**config.mk**
```make
export PLATFORM = sky130hd
export DESIGN_NAME = button_breathing_led_controller
export DESIGN_NICKNAME = d
export VERILOG_FILES = /design/src/rtl/core/bblc_pkg.sv /design/src/rtl/core/button_breathing_led_controller.sv
export SDC_FILE = /design/constraint.sdc
export NUM_CORES = 1
export LEC_CHECK = 0
export BUFFER_PORTS_ARGS = -buffer_cell sky130_fd_sc_hd__buf_2
export CORE_MARGIN = 2
export CORE_UTILIZATION = 60
export DETAILED_ROUTE_END_ITERATION = 16
export GPL_ROUTABILITY_DRIVEN = 0
export GPL_TIMING_DRIVEN = 0
export PLACE_DENSITY = 0.8
export RECOVER_POWER = 25
export SYNTH_ARGS = -nofsm -noshare
export SYNTH_HDL_FRONTEND = slang
export SYNTH_SLANG_ARGS = --single-unit
export TNS_END_PERCENT = 30
```
**constraint.sdc**
```tcl
create_clock -name i_clk -period 5.7 [get_ports i_clk]
set_clock_uncertainty 0.15 [all_clocks]
set_input_delay 0.57 -clock i_clk [delete_from_list [all_inputs] [get_ports i_clk]]
set_output_delay 0.57 -clock i_clk [all_outputs]
set_load 0.05 [all_outputs]
```
**src/rtl/core/bblc_pkg.sv**
```systemverilog
package bblc_pkg;

    localparam int unsigned PERIOD_SLOTS_DEF = 100;

    localparam int unsigned DUTY_W  = 7;
    localparam int unsigned TIMER_W = 24;
    localparam int unsigned COUNT_W = 8;
    localparam int unsigned LIM_W   = 16;
    localparam int unsigned CFG_AW  = 2;
    localparam int unsigned CFG_DW  = 24;
    localparam int unsigned IN_DW   = 8;
    localparam int unsigned OUT_DW  = 48;

    localparam logic [TIMER_W-1:0] TIMER_MAX = {TIMER_W{1'b1}};

    localparam logic [LIM_W-1:0]   LONG_PRESS_RST  = 16'd2000;
    localparam logic [LIM_W-1:0]   RESET_PRESS_RST = 16'd5000;
    localparam logic [TIMER_W-1:0] IDLE_RESET_RST  = 24'd60000;

    typedef enum logic [CFG_AW-1:0] {
        REG_LONG_PRESS  = 2'd0,
        REG_RESET_PRESS = 2'd1,
        REG_IDLE_RESET  = 2'd2
    } t_reg_idx;

    function automatic logic [TIMER_W-1:0] sat_inc(input logic [TIMER_W-1:0] v);
        logic [TIMER_W-1:0] r;
        r = (v == TIMER_MAX) ? TIMER_MAX : v + 1'b1;
        return r;
    endfunction

endpackage

```
**src/rtl/core/button_breathing_led_controller.sv**
```systemverilog
// Button-driven breathing LED controller.
// Slave stream: one word per PWM slot tick, tdata[0] is the button level
// (1 pressed), remaining tdata bits are zero fill.
// Master stream: one word per accepted tick, tdata from bit 0 up: led_on,
// reset_request, release_event, press_duration_ms[23:0], long_press,
// press_count[7:0], breathing_mode, duty_now[6:0], zero fill.
// Config channel: i_cfg_addr 0 long press limit, 1 reset press limit,
// 2 idle limit; writes always accepted, write only while no word is in flight.
// Path: a word accepted on the slave side enters the input register, then the
// result register, which drives the master side. One word per cycle while the
// receiver does not stall; the per-tick update is combinational logic between the two registers.
// Reset: all timers, counters and mode clear, limits return to defaults.
// Receiver stall: the result register holds its word, the input register
// holds one more, then o_s_axis_tready drops until the master side drains.
// A reset request clears all state except the limit registers.
module button_breathing_led_controller #(
    parameter int unsigned PERIOD_SLOTS = bblc_pkg::PERIOD_SLOTS_DEF
) (
    input  logic                          i_clk,
    input  logic                          i_rst_n,
    input  logic                          i_s_axis_tvalid,
    output logic                          o_s_axis_tready,
    // [0] button_pressed, [7:1] zero
    input  logic [bblc_pkg::IN_DW-1:0]    i_s_axis_tdata,
    output logic                          o_m_axis_tvalid,
    input  logic                          i_m_axis_tready,
    // [0] led_on, [1] reset_request, [2] release_event,
    // [26:3] press_duration_ms, [27] long_press, [35:28] press_count,
    // [36] breathing_mode, [43:37] duty_now, [47:44] zero
    output logic [bblc_pkg::OUT_DW-1:0]   o_m_axis_tdata,
    input  logic                          i_cfg_valid,
    output logic                          o_cfg_ready,
    input  logic [bblc_pkg::CFG_AW-1:0]   i_cfg_addr,
    input  logic [bblc_pkg::CFG_DW-1:0]   i_cfg_data
);
    import bblc_pkg::*;

    localparam int unsigned SLOT_W = (PERIOD_SLOTS > 1) ? $clog2(PERIOD_SLOTS) : 1;
    localparam logic [SLOT_W:0]   SLOT_LAST = (SLOT_W+1)'(PERIOD_SLOTS - 1);
    localparam logic [DUTY_W-1:0] DUTY_TOP  = DUTY_W'(PERIOD_SLOTS);

    logic [LIM_W-1:0]   r_long_lim;
    logic [LIM_W-1:0]   r_reset_lim;
    logic [TIMER_W-1:0] r_idle_lim;

    logic               r_in_valid;
    logic               r_in_pressed;
    logic               r_out_valid;
    logic [OUT_DW-1:0]  r_out_data;

    logic [SLOT_W-1:0]  r_slot;
    logic [DUTY_W-1:0]  r_duty;
    logic               r_ramp_down;
    logic               r_mode;
    logic               r_press;
    logic [TIMER_W-1:0] r_press_tmr;
    logic [TIMER_W-1:0] r_idle_tmr;
    logic [COUNT_W-1:0] r_count;
    logic [TIMER_W-1:0] r_last_dur;
    logic               r_last_long;

    logic [SLOT_W-1:0]  n_slot;
    logic [DUTY_W-1:0]  n_duty;
    logic               n_ramp_down;
    logic               n_mode;
    logic               n_press;
    logic [TIMER_W-1:0] n_press_tmr;
    logic [TIMER_W-1:0] n_idle_tmr;
    logic [COUNT_W-1:0] n_count;
    logic [TIMER_W-1:0] n_last_dur;
    logic               n_last_long;
    logic [OUT_DW-1:0]  n_out_data;

    logic advance;
    logic in_take;

    assign o_cfg_ready     = 1'b1;
    assign advance         = r_in_valid && (!r_out_valid || i_m_axis_tready);
    assign o_s_axis_tready = !r_in_valid || advance;
    assign in_take         = i_s_axis_tvalid && o_s_axis_tready;
    assign o_m_axis_tvalid = r_out_valid;
    assign o_m_axis_tdata  = r_out_data;

    always_comb begin
        logic               start;
        logic               rel;
        logic               req;
        logic               lit;
        logic               wrap;
        logic [SLOT_W:0]    slot_nx;
        logic [DUTY_W:0]    duty_up;
        logic [DUTY_W-1:0]  duty_dn;
        logic [TIMER_W-1:0] dur;
        logic               rel_ok;

        start   = r_in_pressed && !r_press;
        rel     = !r_in_pressed && r_press;
        dur     = r_press_tmr;
        rel_ok  = dur < {{(TIMER_W-LIM_W){1'b0}}, r_reset_lim};
        wrap    = 1'b0;
        slot_nx = '0;
        duty_up = '0;
        duty_dn = '0;

        n_slot      = r_slot;
        n_duty      = r_duty;
        n_ramp_down = r_ramp_down;
        n_mode      = r_mode;
        n_press     = r_press;
        n_press_tmr = r_press_tmr;
        n_idle_tmr  = r_idle_tmr;
        n_count     = r_count;
        n_last_dur  = r_last_dur;
        n_last_long = r_last_long;

        if (start) begin
            n_press    = 1'b1;
            n_press_tmr = '0;
            n_idle_tmr = '0;
            n_count    = r_count + 1'b1;
        end else if (rel) begin
            n_press     = 1'b0;
            n_press_tmr = '0;
            n_last_dur  = dur;
            n_last_long = dur >= {{(TIMER_W-LIM_W){1'b0}}, r_long_lim};
            if (rel_ok) begin
                n_mode = !r_mode;
                if (!r_mode) begin
                    n_duty      = '0;
                    n_ramp_down = 1'b0;
                end
            end
        end

        req = (rel && !rel_ok) || (n_idle_tmr > r_idle_lim);

        if (req) begin
            n_slot      = '0;
            n_duty      = '0;
            n_ramp_down = 1'b0;
            n_mode      = 1'b0;
            n_press     = 1'b0;
            n_press_tmr = '0;
            n_idle_tmr  = '0;
            n_count     = '0;
            n_last_dur  = '0;
            n_last_long = 1'b0;
        end

        lit = n_mode && (DUTY_W'(n_slot) < n_duty);

        n_out_data = {4'b0000, n_duty, n_mode, n_count, n_last_long, n_last_dur,
                      rel, req, lit};

        // advance slot; at period end step the idle timer, the press timer while pressed, and duty in breathing mode
        slot_nx = {1'b0, n_slot} + 1'b1;
        wrap    = {1'b0, n_slot} >= SLOT_LAST;
        n_slot  = wrap ? '0 : slot_nx[SLOT_W-1:0];
        if (wrap) begin
            if (n_press) begin
                n_press_tmr = sat_inc(n_press_tmr);
            end
            n_idle_tmr = sat_inc(n_idle_tmr);
            if (n_mode) begin
                if (!n_ramp_down) begin
                    duty_up = {1'b0, n_duty} + 1'b1;
                    if (duty_up >= {1'b0, DUTY_TOP}) begin
                        n_duty      = DUTY_TOP;
                        n_ramp_down = 1'b1;
                    end else begin
                        n_duty = duty_up[DUTY_W-1:0];
                    end
                end else begin
                    duty_dn = (n_duty != '0) ? n_duty - 1'b1 : n_duty;
                    n_duty  = duty_dn;
                    if (duty_dn == '0) begin
                        n_ramp_down = 1'b0;
                    end
                end
            end
        end
    end

    always_ff @(posedge i_clk) begin
        if (!i_rst_n) begin
            r_long_lim  <= LONG_PRESS_RST;
            r_reset_lim <= RESET_PRESS_RST;
            r_idle_lim  <= IDLE_RESET_RST;
        end else if (i_cfg_valid) begin
            unique case (i_cfg_addr)
                REG_LONG_PRESS:  r_long_lim  <= i_cfg_data[LIM_W-1:0];
                REG_RESET_PRESS: r_reset_lim <= i_cfg_data[LIM_W-1:0];
                REG_IDLE_RESET:  r_idle_lim  <= i_cfg_data[TIMER_W-1:0];
                default: ;
            endcase
        end
    end

    always_ff @(posedge i_clk) begin
        if (!i_rst_n) begin
            r_in_valid <= 1'b0;
        end else if (in_take) begin
            r_in_valid <= 1'b1;
        end else if (advance) begin
            r_in_valid <= 1'b0;
        end
    end

    always_ff @(posedge i_clk) begin
        if (in_take) begin
            r_in_pressed <= i_s_axis_tdata[0];
        end
    end

    always_ff @(posedge i_clk) begin
        if (!i_rst_n) begin
            r_out_valid <= 1'b0;
        end else if (advance) begin
            r_out_valid <= 1'b1;
        end else if (i_m_axis_tready) begin
            r_out_valid <= 1'b0;
        end
    end

    always_ff @(posedge i_clk) begin
        if (advance) begin
            r_out_data <= n_out_data;
        end
    end

    always_ff @(posedge i_clk) begin
        if (!i_rst_n) begin
            r_slot      <= '0;
            r_duty      <= '0;
            r_ramp_down <= 1'b0;
            r_mode      <= 1'b0;
            r_press     <= 1'b0;
            r_press_tmr <= '0;
            r_idle_tmr  <= '0;
            r_count     <= '0;
            r_last_dur  <= '0;
            r_last_long <= 1'b0;
        end else if (advance) begin
            r_slot      <= n_slot;
            r_duty      <= n_duty;
            r_ramp_down <= n_ramp_down;
            r_mode      <= n_mode;
            r_press     <= n_press;
            r_press_tmr <= n_press_tmr;
            r_idle_tmr  <= n_idle_tmr;
            r_count     <= n_count;
            r_last_dur  <= n_last_dur;
            r_last_long <= n_last_long;
        end
    end

`ifndef NO_ASSERTIONS
    a_duty_range: assert property (@(posedge i_clk) disable iff (!i_rst_n)
        r_duty <= DUTY_TOP)
        else $error("duty above period");

    a_led_needs_mode: assert property (@(posedge i_clk) disable iff (!i_rst_n)
        r_out_valid && r_out_data[0] |-> r_out_data[36])
        else $error("led lit outside breathing mode");

    a_req_clears: assert property (@(posedge i_clk) disable iff (!i_rst_n)
        r_out_valid && r_out_data[1] |-> r_out_data[35:28] == '0 && !r_out_data[36]
            && r_out_data[26:3] == '0)
        else $error("reset request without cleared state");

    a_stall_holds: assert property (@(posedge i_clk) disable iff (!i_rst_n)
        r_out_valid && !i_m_axis_tready |=> r_out_valid && $stable(r_out_data)
            && $stable(r_count))
        else $error("result or state moved during stall");
`endif

endmodule
```
==> load_flow_metrics.sql <==
INSERT INTO impl_metrics (metric_group, metric, value, unit) VALUES
('run_status', 'result_of_the_run', 'finished clean', ''),
('global_route', 'grt_first_pass_wirelength', '54.0', 'mm'),
('sta', 'timing.final.crit_share', '95.9', '%'),
('final_layout', 'area.sequential', '4470', 'um^2'),
('drt', 'drt-pass1-iter-count', '5', ''),
('synthesis', 'number_of_synthesis_warnings', '0', ''),
('placement', 'place_area', '12200', 'um^2'),
('floorplan', 'die_h', '143', 'um'),
('setup_path', 'startpoint_type', 'register', ''),
('final_layout', 'fraction_of_the_core_area_covered_by_cells_at_the_end_of_the_flow', '70.1', '%'),
('floorplan', 'dieArea', '20300', 'um^2'),
('final_layout', 'post_route_cells_drive_above_1_share', '12.0', '%'),
('sta', 'hold_ws', '0.0787', 'ns'),
('global_route', 'vias_in_the_first_global_route', '10500', ''),
('drt', 'routed_via_density', '6.37', ''),
('synthesis', 'netlist-cell-type-count', '90', ''),
('sta', 'total_of_endpoints_with_negative_setup_slack_in_the_final_report', '0', ''),
('placement', 'dpl_worst_slack', '-0.737', 'ns'),
('sta', 'grt_setup_unrepaired', 'yes', ''),
('final_layout', 'multi_input_area', '6460', 'um^2'),
('floorplan', 'core-area', '18800', 'um^2'),
('flow_run', 'maxCapViolations', '0', ''),
('sta', 'hold_violations', '0', ''),
('setup_path', 'reg2reg_slack', '0.23', 'ns'),
('placement', 'port_buffers', '76', ''),
('final_layout', 'area_delta_synth_final', '14.3', '%'),
('sta', 'maxClockFrequency', '183', 'MHz'),
('synthesis', 'yosys-top-cells-area', 'sky130_fd_sc_hd__dfxtp_1 (27%), sky130_fd_sc_hd__edfxtp_1 (12%), sky130_fd_sc_hd__ha_1 (7.4%)', ''),
('clock_tree', 'clk_path_buf_depth', '3', ''),
('sta', 'min_period', '5.47', 'ns'),
('global_route', 'grt_overflow', '0', ''),
('drt', 'totalWireLength', '34.4', 'mm'),
('synthesis', 'synthesis.instances', '1388', ''),
('drt', 'drc', '0', ''),
('power', 'cell_area_power_density', '270', 'nW/um^2'),
('setup_path', 'critPathLaunch', 'r_press', ''),
('floorplan', 'die_w', '143', 'um'),
('synthesis', 'synth.top_cell.area_share', '27.1', '%'),
('synthesis', 'synth_top_cells_by_count', 'sky130_fd_sc_hd__nand2_1 (197), sky130_fd_sc_hd__dfxtp_1 (156), sky130_fd_sc_hd__a21oi_1 (153)', ''),
('final_layout', 'final_nets', '1611', ''),
('setup_path', 'cpPeakStageDelay', '0.32', 'ns'),
('synthesis', 'synthArstFlopShare', '0', '%'),
('placement', 'detailedPlacementHpwl', '24.3', 'mm'),
('drt', 'drt_iter0_markers', '1537', ''),
('clock_tree', 'cts_num_sinks', '201', ''),
('floorplan', 'floorplan.initialDensity', '61.3', '%'),
('power', 'vdd.ir_drop.worst', '0.207', 'mV'),
('clock_tree', 'htreeDepth', '1', ''),
('power', 'p_leak', '4.97', 'nW'),
('synthesis', 'synth.most_common_cell', 'sky130_fd_sc_hd__nand2_1', ''),
('sta', 'maxSlewViolCount', '0', ''),
('setup_path', 'crit_path_max_fanout', '10', ''),
('setup_path', 'critical_path_required', '5.96', 'ns'),
('synthesis', 'post-synth-top-area-cell', 'sky130_fd_sc_hd__dfxtp_1', ''),
('drt', 'postRouteAntennaNets', '0', ''),
('clock_tree', 'clkLatencyLatePin', '0.52', 'ns'),
('final_layout', 'stdcell_area', '13200', 'um^2'),
('clock_tree', 'clkTransAtPathRegs', '0.06', 'ns'),
('synthesis', 'ys.flop_type', 'sky130_fd_sc_hd__dfxtp_1', ''),
('setup_path', 'critical_path_class', 'reg2reg', ''),
('global_route', 'grt_use_total', '33.2', '%'),
('global_route', 'antenna_found_initial', '0', ''),
('placement', 'placed_cells_incl_taps', '1702', ''),
('floorplan', 'floorplan.io_pins', '90', ''),
('synthesis', 'synth.ff_latch_count', '201', ''),
('clock_tree', 'postCtsHoldBufs', '0', ''),
('clock_tree', 'cts_made_buffers', '23', ''),
('sta', 'total_negative_setup_slack', '0', 'ns'),
('power', 'power.total', '3.55', 'mW'),
('setup_path', 'rr_worst_depth', '25', ''),
('setup_path', 'critical_path.slowest_cell', 'sky130_fd_sc_hd__xnor2_1', '');
==> cells by family (layout without fill, tap and decap cells) <==
kind of cell	Yosys count	in the layout	share of synthesized area, %
multiplexers	25	25	2.17
other	2	5	0.0652
adder cells (fa/ha/maj)	68	68	7.39
AO/OA/AOI/OAI	332	332	18.6
buffers and inverters	167	297	6.15
XOR/XNOR	20	20	1.52
flip-flops	201	201	38.9
AND/OR/NAND/NOR	573	573	25.2
==> power breakdown <==
group / total, mW / leakage, nW / switching (mW) / internal (mW)
Sequential: 1.54 / 1.69 / 0.0354 / 1.50
Combinational: 0.533 / 2.92 / 0.379 / 0.154
Clock: 1.48 / 0.371 / 0.605 / 0.874
==> cell usage in the layout (no fill, tap or decap), drive strengths merged, types with 10 or more instances in the layout <==
master / Yosys / final
nand2: 197 / 197
dfxtp: 156 / 156
a21oi: 154 / 154
clkbuf: 54 / 126
nor2: 108 / 108
buf: 37 / 82
inv: 76 / 77
nor3: 69 / 69
ha: 68 / 68
o21ai: 47 / 47
edfxtp: 45 / 45
nand3: 38 / 38
and2: 32 / 32
nand4: 31 / 31
and3: 26 / 26
o211ai: 25 / 25
mux2i: 25 / 25
a211oi: 17 / 17
nor4: 15 / 15
xnor2: 11 / 11
nor2b: 10 / 10
o221a: 10 / 10
==> timing repair <==
item                       in CTS  in global routing
buffers inserted                2                 10
hold endpoints to repair        0                  0
setup endpoints to repair      59                 53
pin swaps                       0                  9
resized for setup              15                 27
==> worst min-delay path by stage <==
stage / startpoint / end / slack [ns] / cells after the start
after global placement: r_last_dur[0] / r_last_dur[0] / 0.29 / 2
final: i_s_axis_tdata[0] / r_in_pressed / 0.08 / 1
after floorplan: r_idle_lim[10] / r_idle_lim[10] / 0.29 / 2
after detailed placement: r_idle_lim[3] / r_idle_lim[3] / 0.30 / 2
after global routing: i_s_axis_tdata[0] / r_in_pressed / 0.07 / 1
after CTS: i_s_axis_tdata[0] / r_in_pressed / 0.07 / 1
==> area by class of cell <==
type / count / share of cell area, %
Tap cell: 234 / 2.23
Multi-Input combinational cell: 1023 / 49.1
Clock buffer: 29 / 4.78
Inverter: 76 / 2.17
Timing Repair Buffer: 89 / 3.42
Clock inverter: 13 / 0.932
Buffer: 90 / 3.37
Sequential cell: 201 / 34.0
==> layer usage <==
layer	global-route usage (%)	up-vias	wire length, um
met5	0	-	0
met4	15.0	0	1750
met3	7.50	173	3810
met2	52.3	710	14900
met1	43.8	5091	14000
li1	-	5210	-
==> worst max-delay path: cells and delay by family (launching register included) <==
family / cells / cell delay (ns)
buffers and inverters: 8 / 1.50
AO/OA/AOI/OAI: 6 / 1.49
AND/OR/NAND/NOR: 8 / 1.05
adder cells (fa/ha/maj): 2 / 0.53
XOR/XNOR: 1 / 0.32
flip-flops: 1 / 0.29
==> state kept, by name, indices dropped and copies added, names as in the netlist, 8 cells and up <==
register,cells
o_m_axis_tdata,44
r_long_lim,16
r_press_tmr,24
r_count,8
r_idle_tmr,24
r_idle_lim,24
r_reset_lim,16
r_last_dur,24
Note: power is estimated with default switching activity, not from simulation.
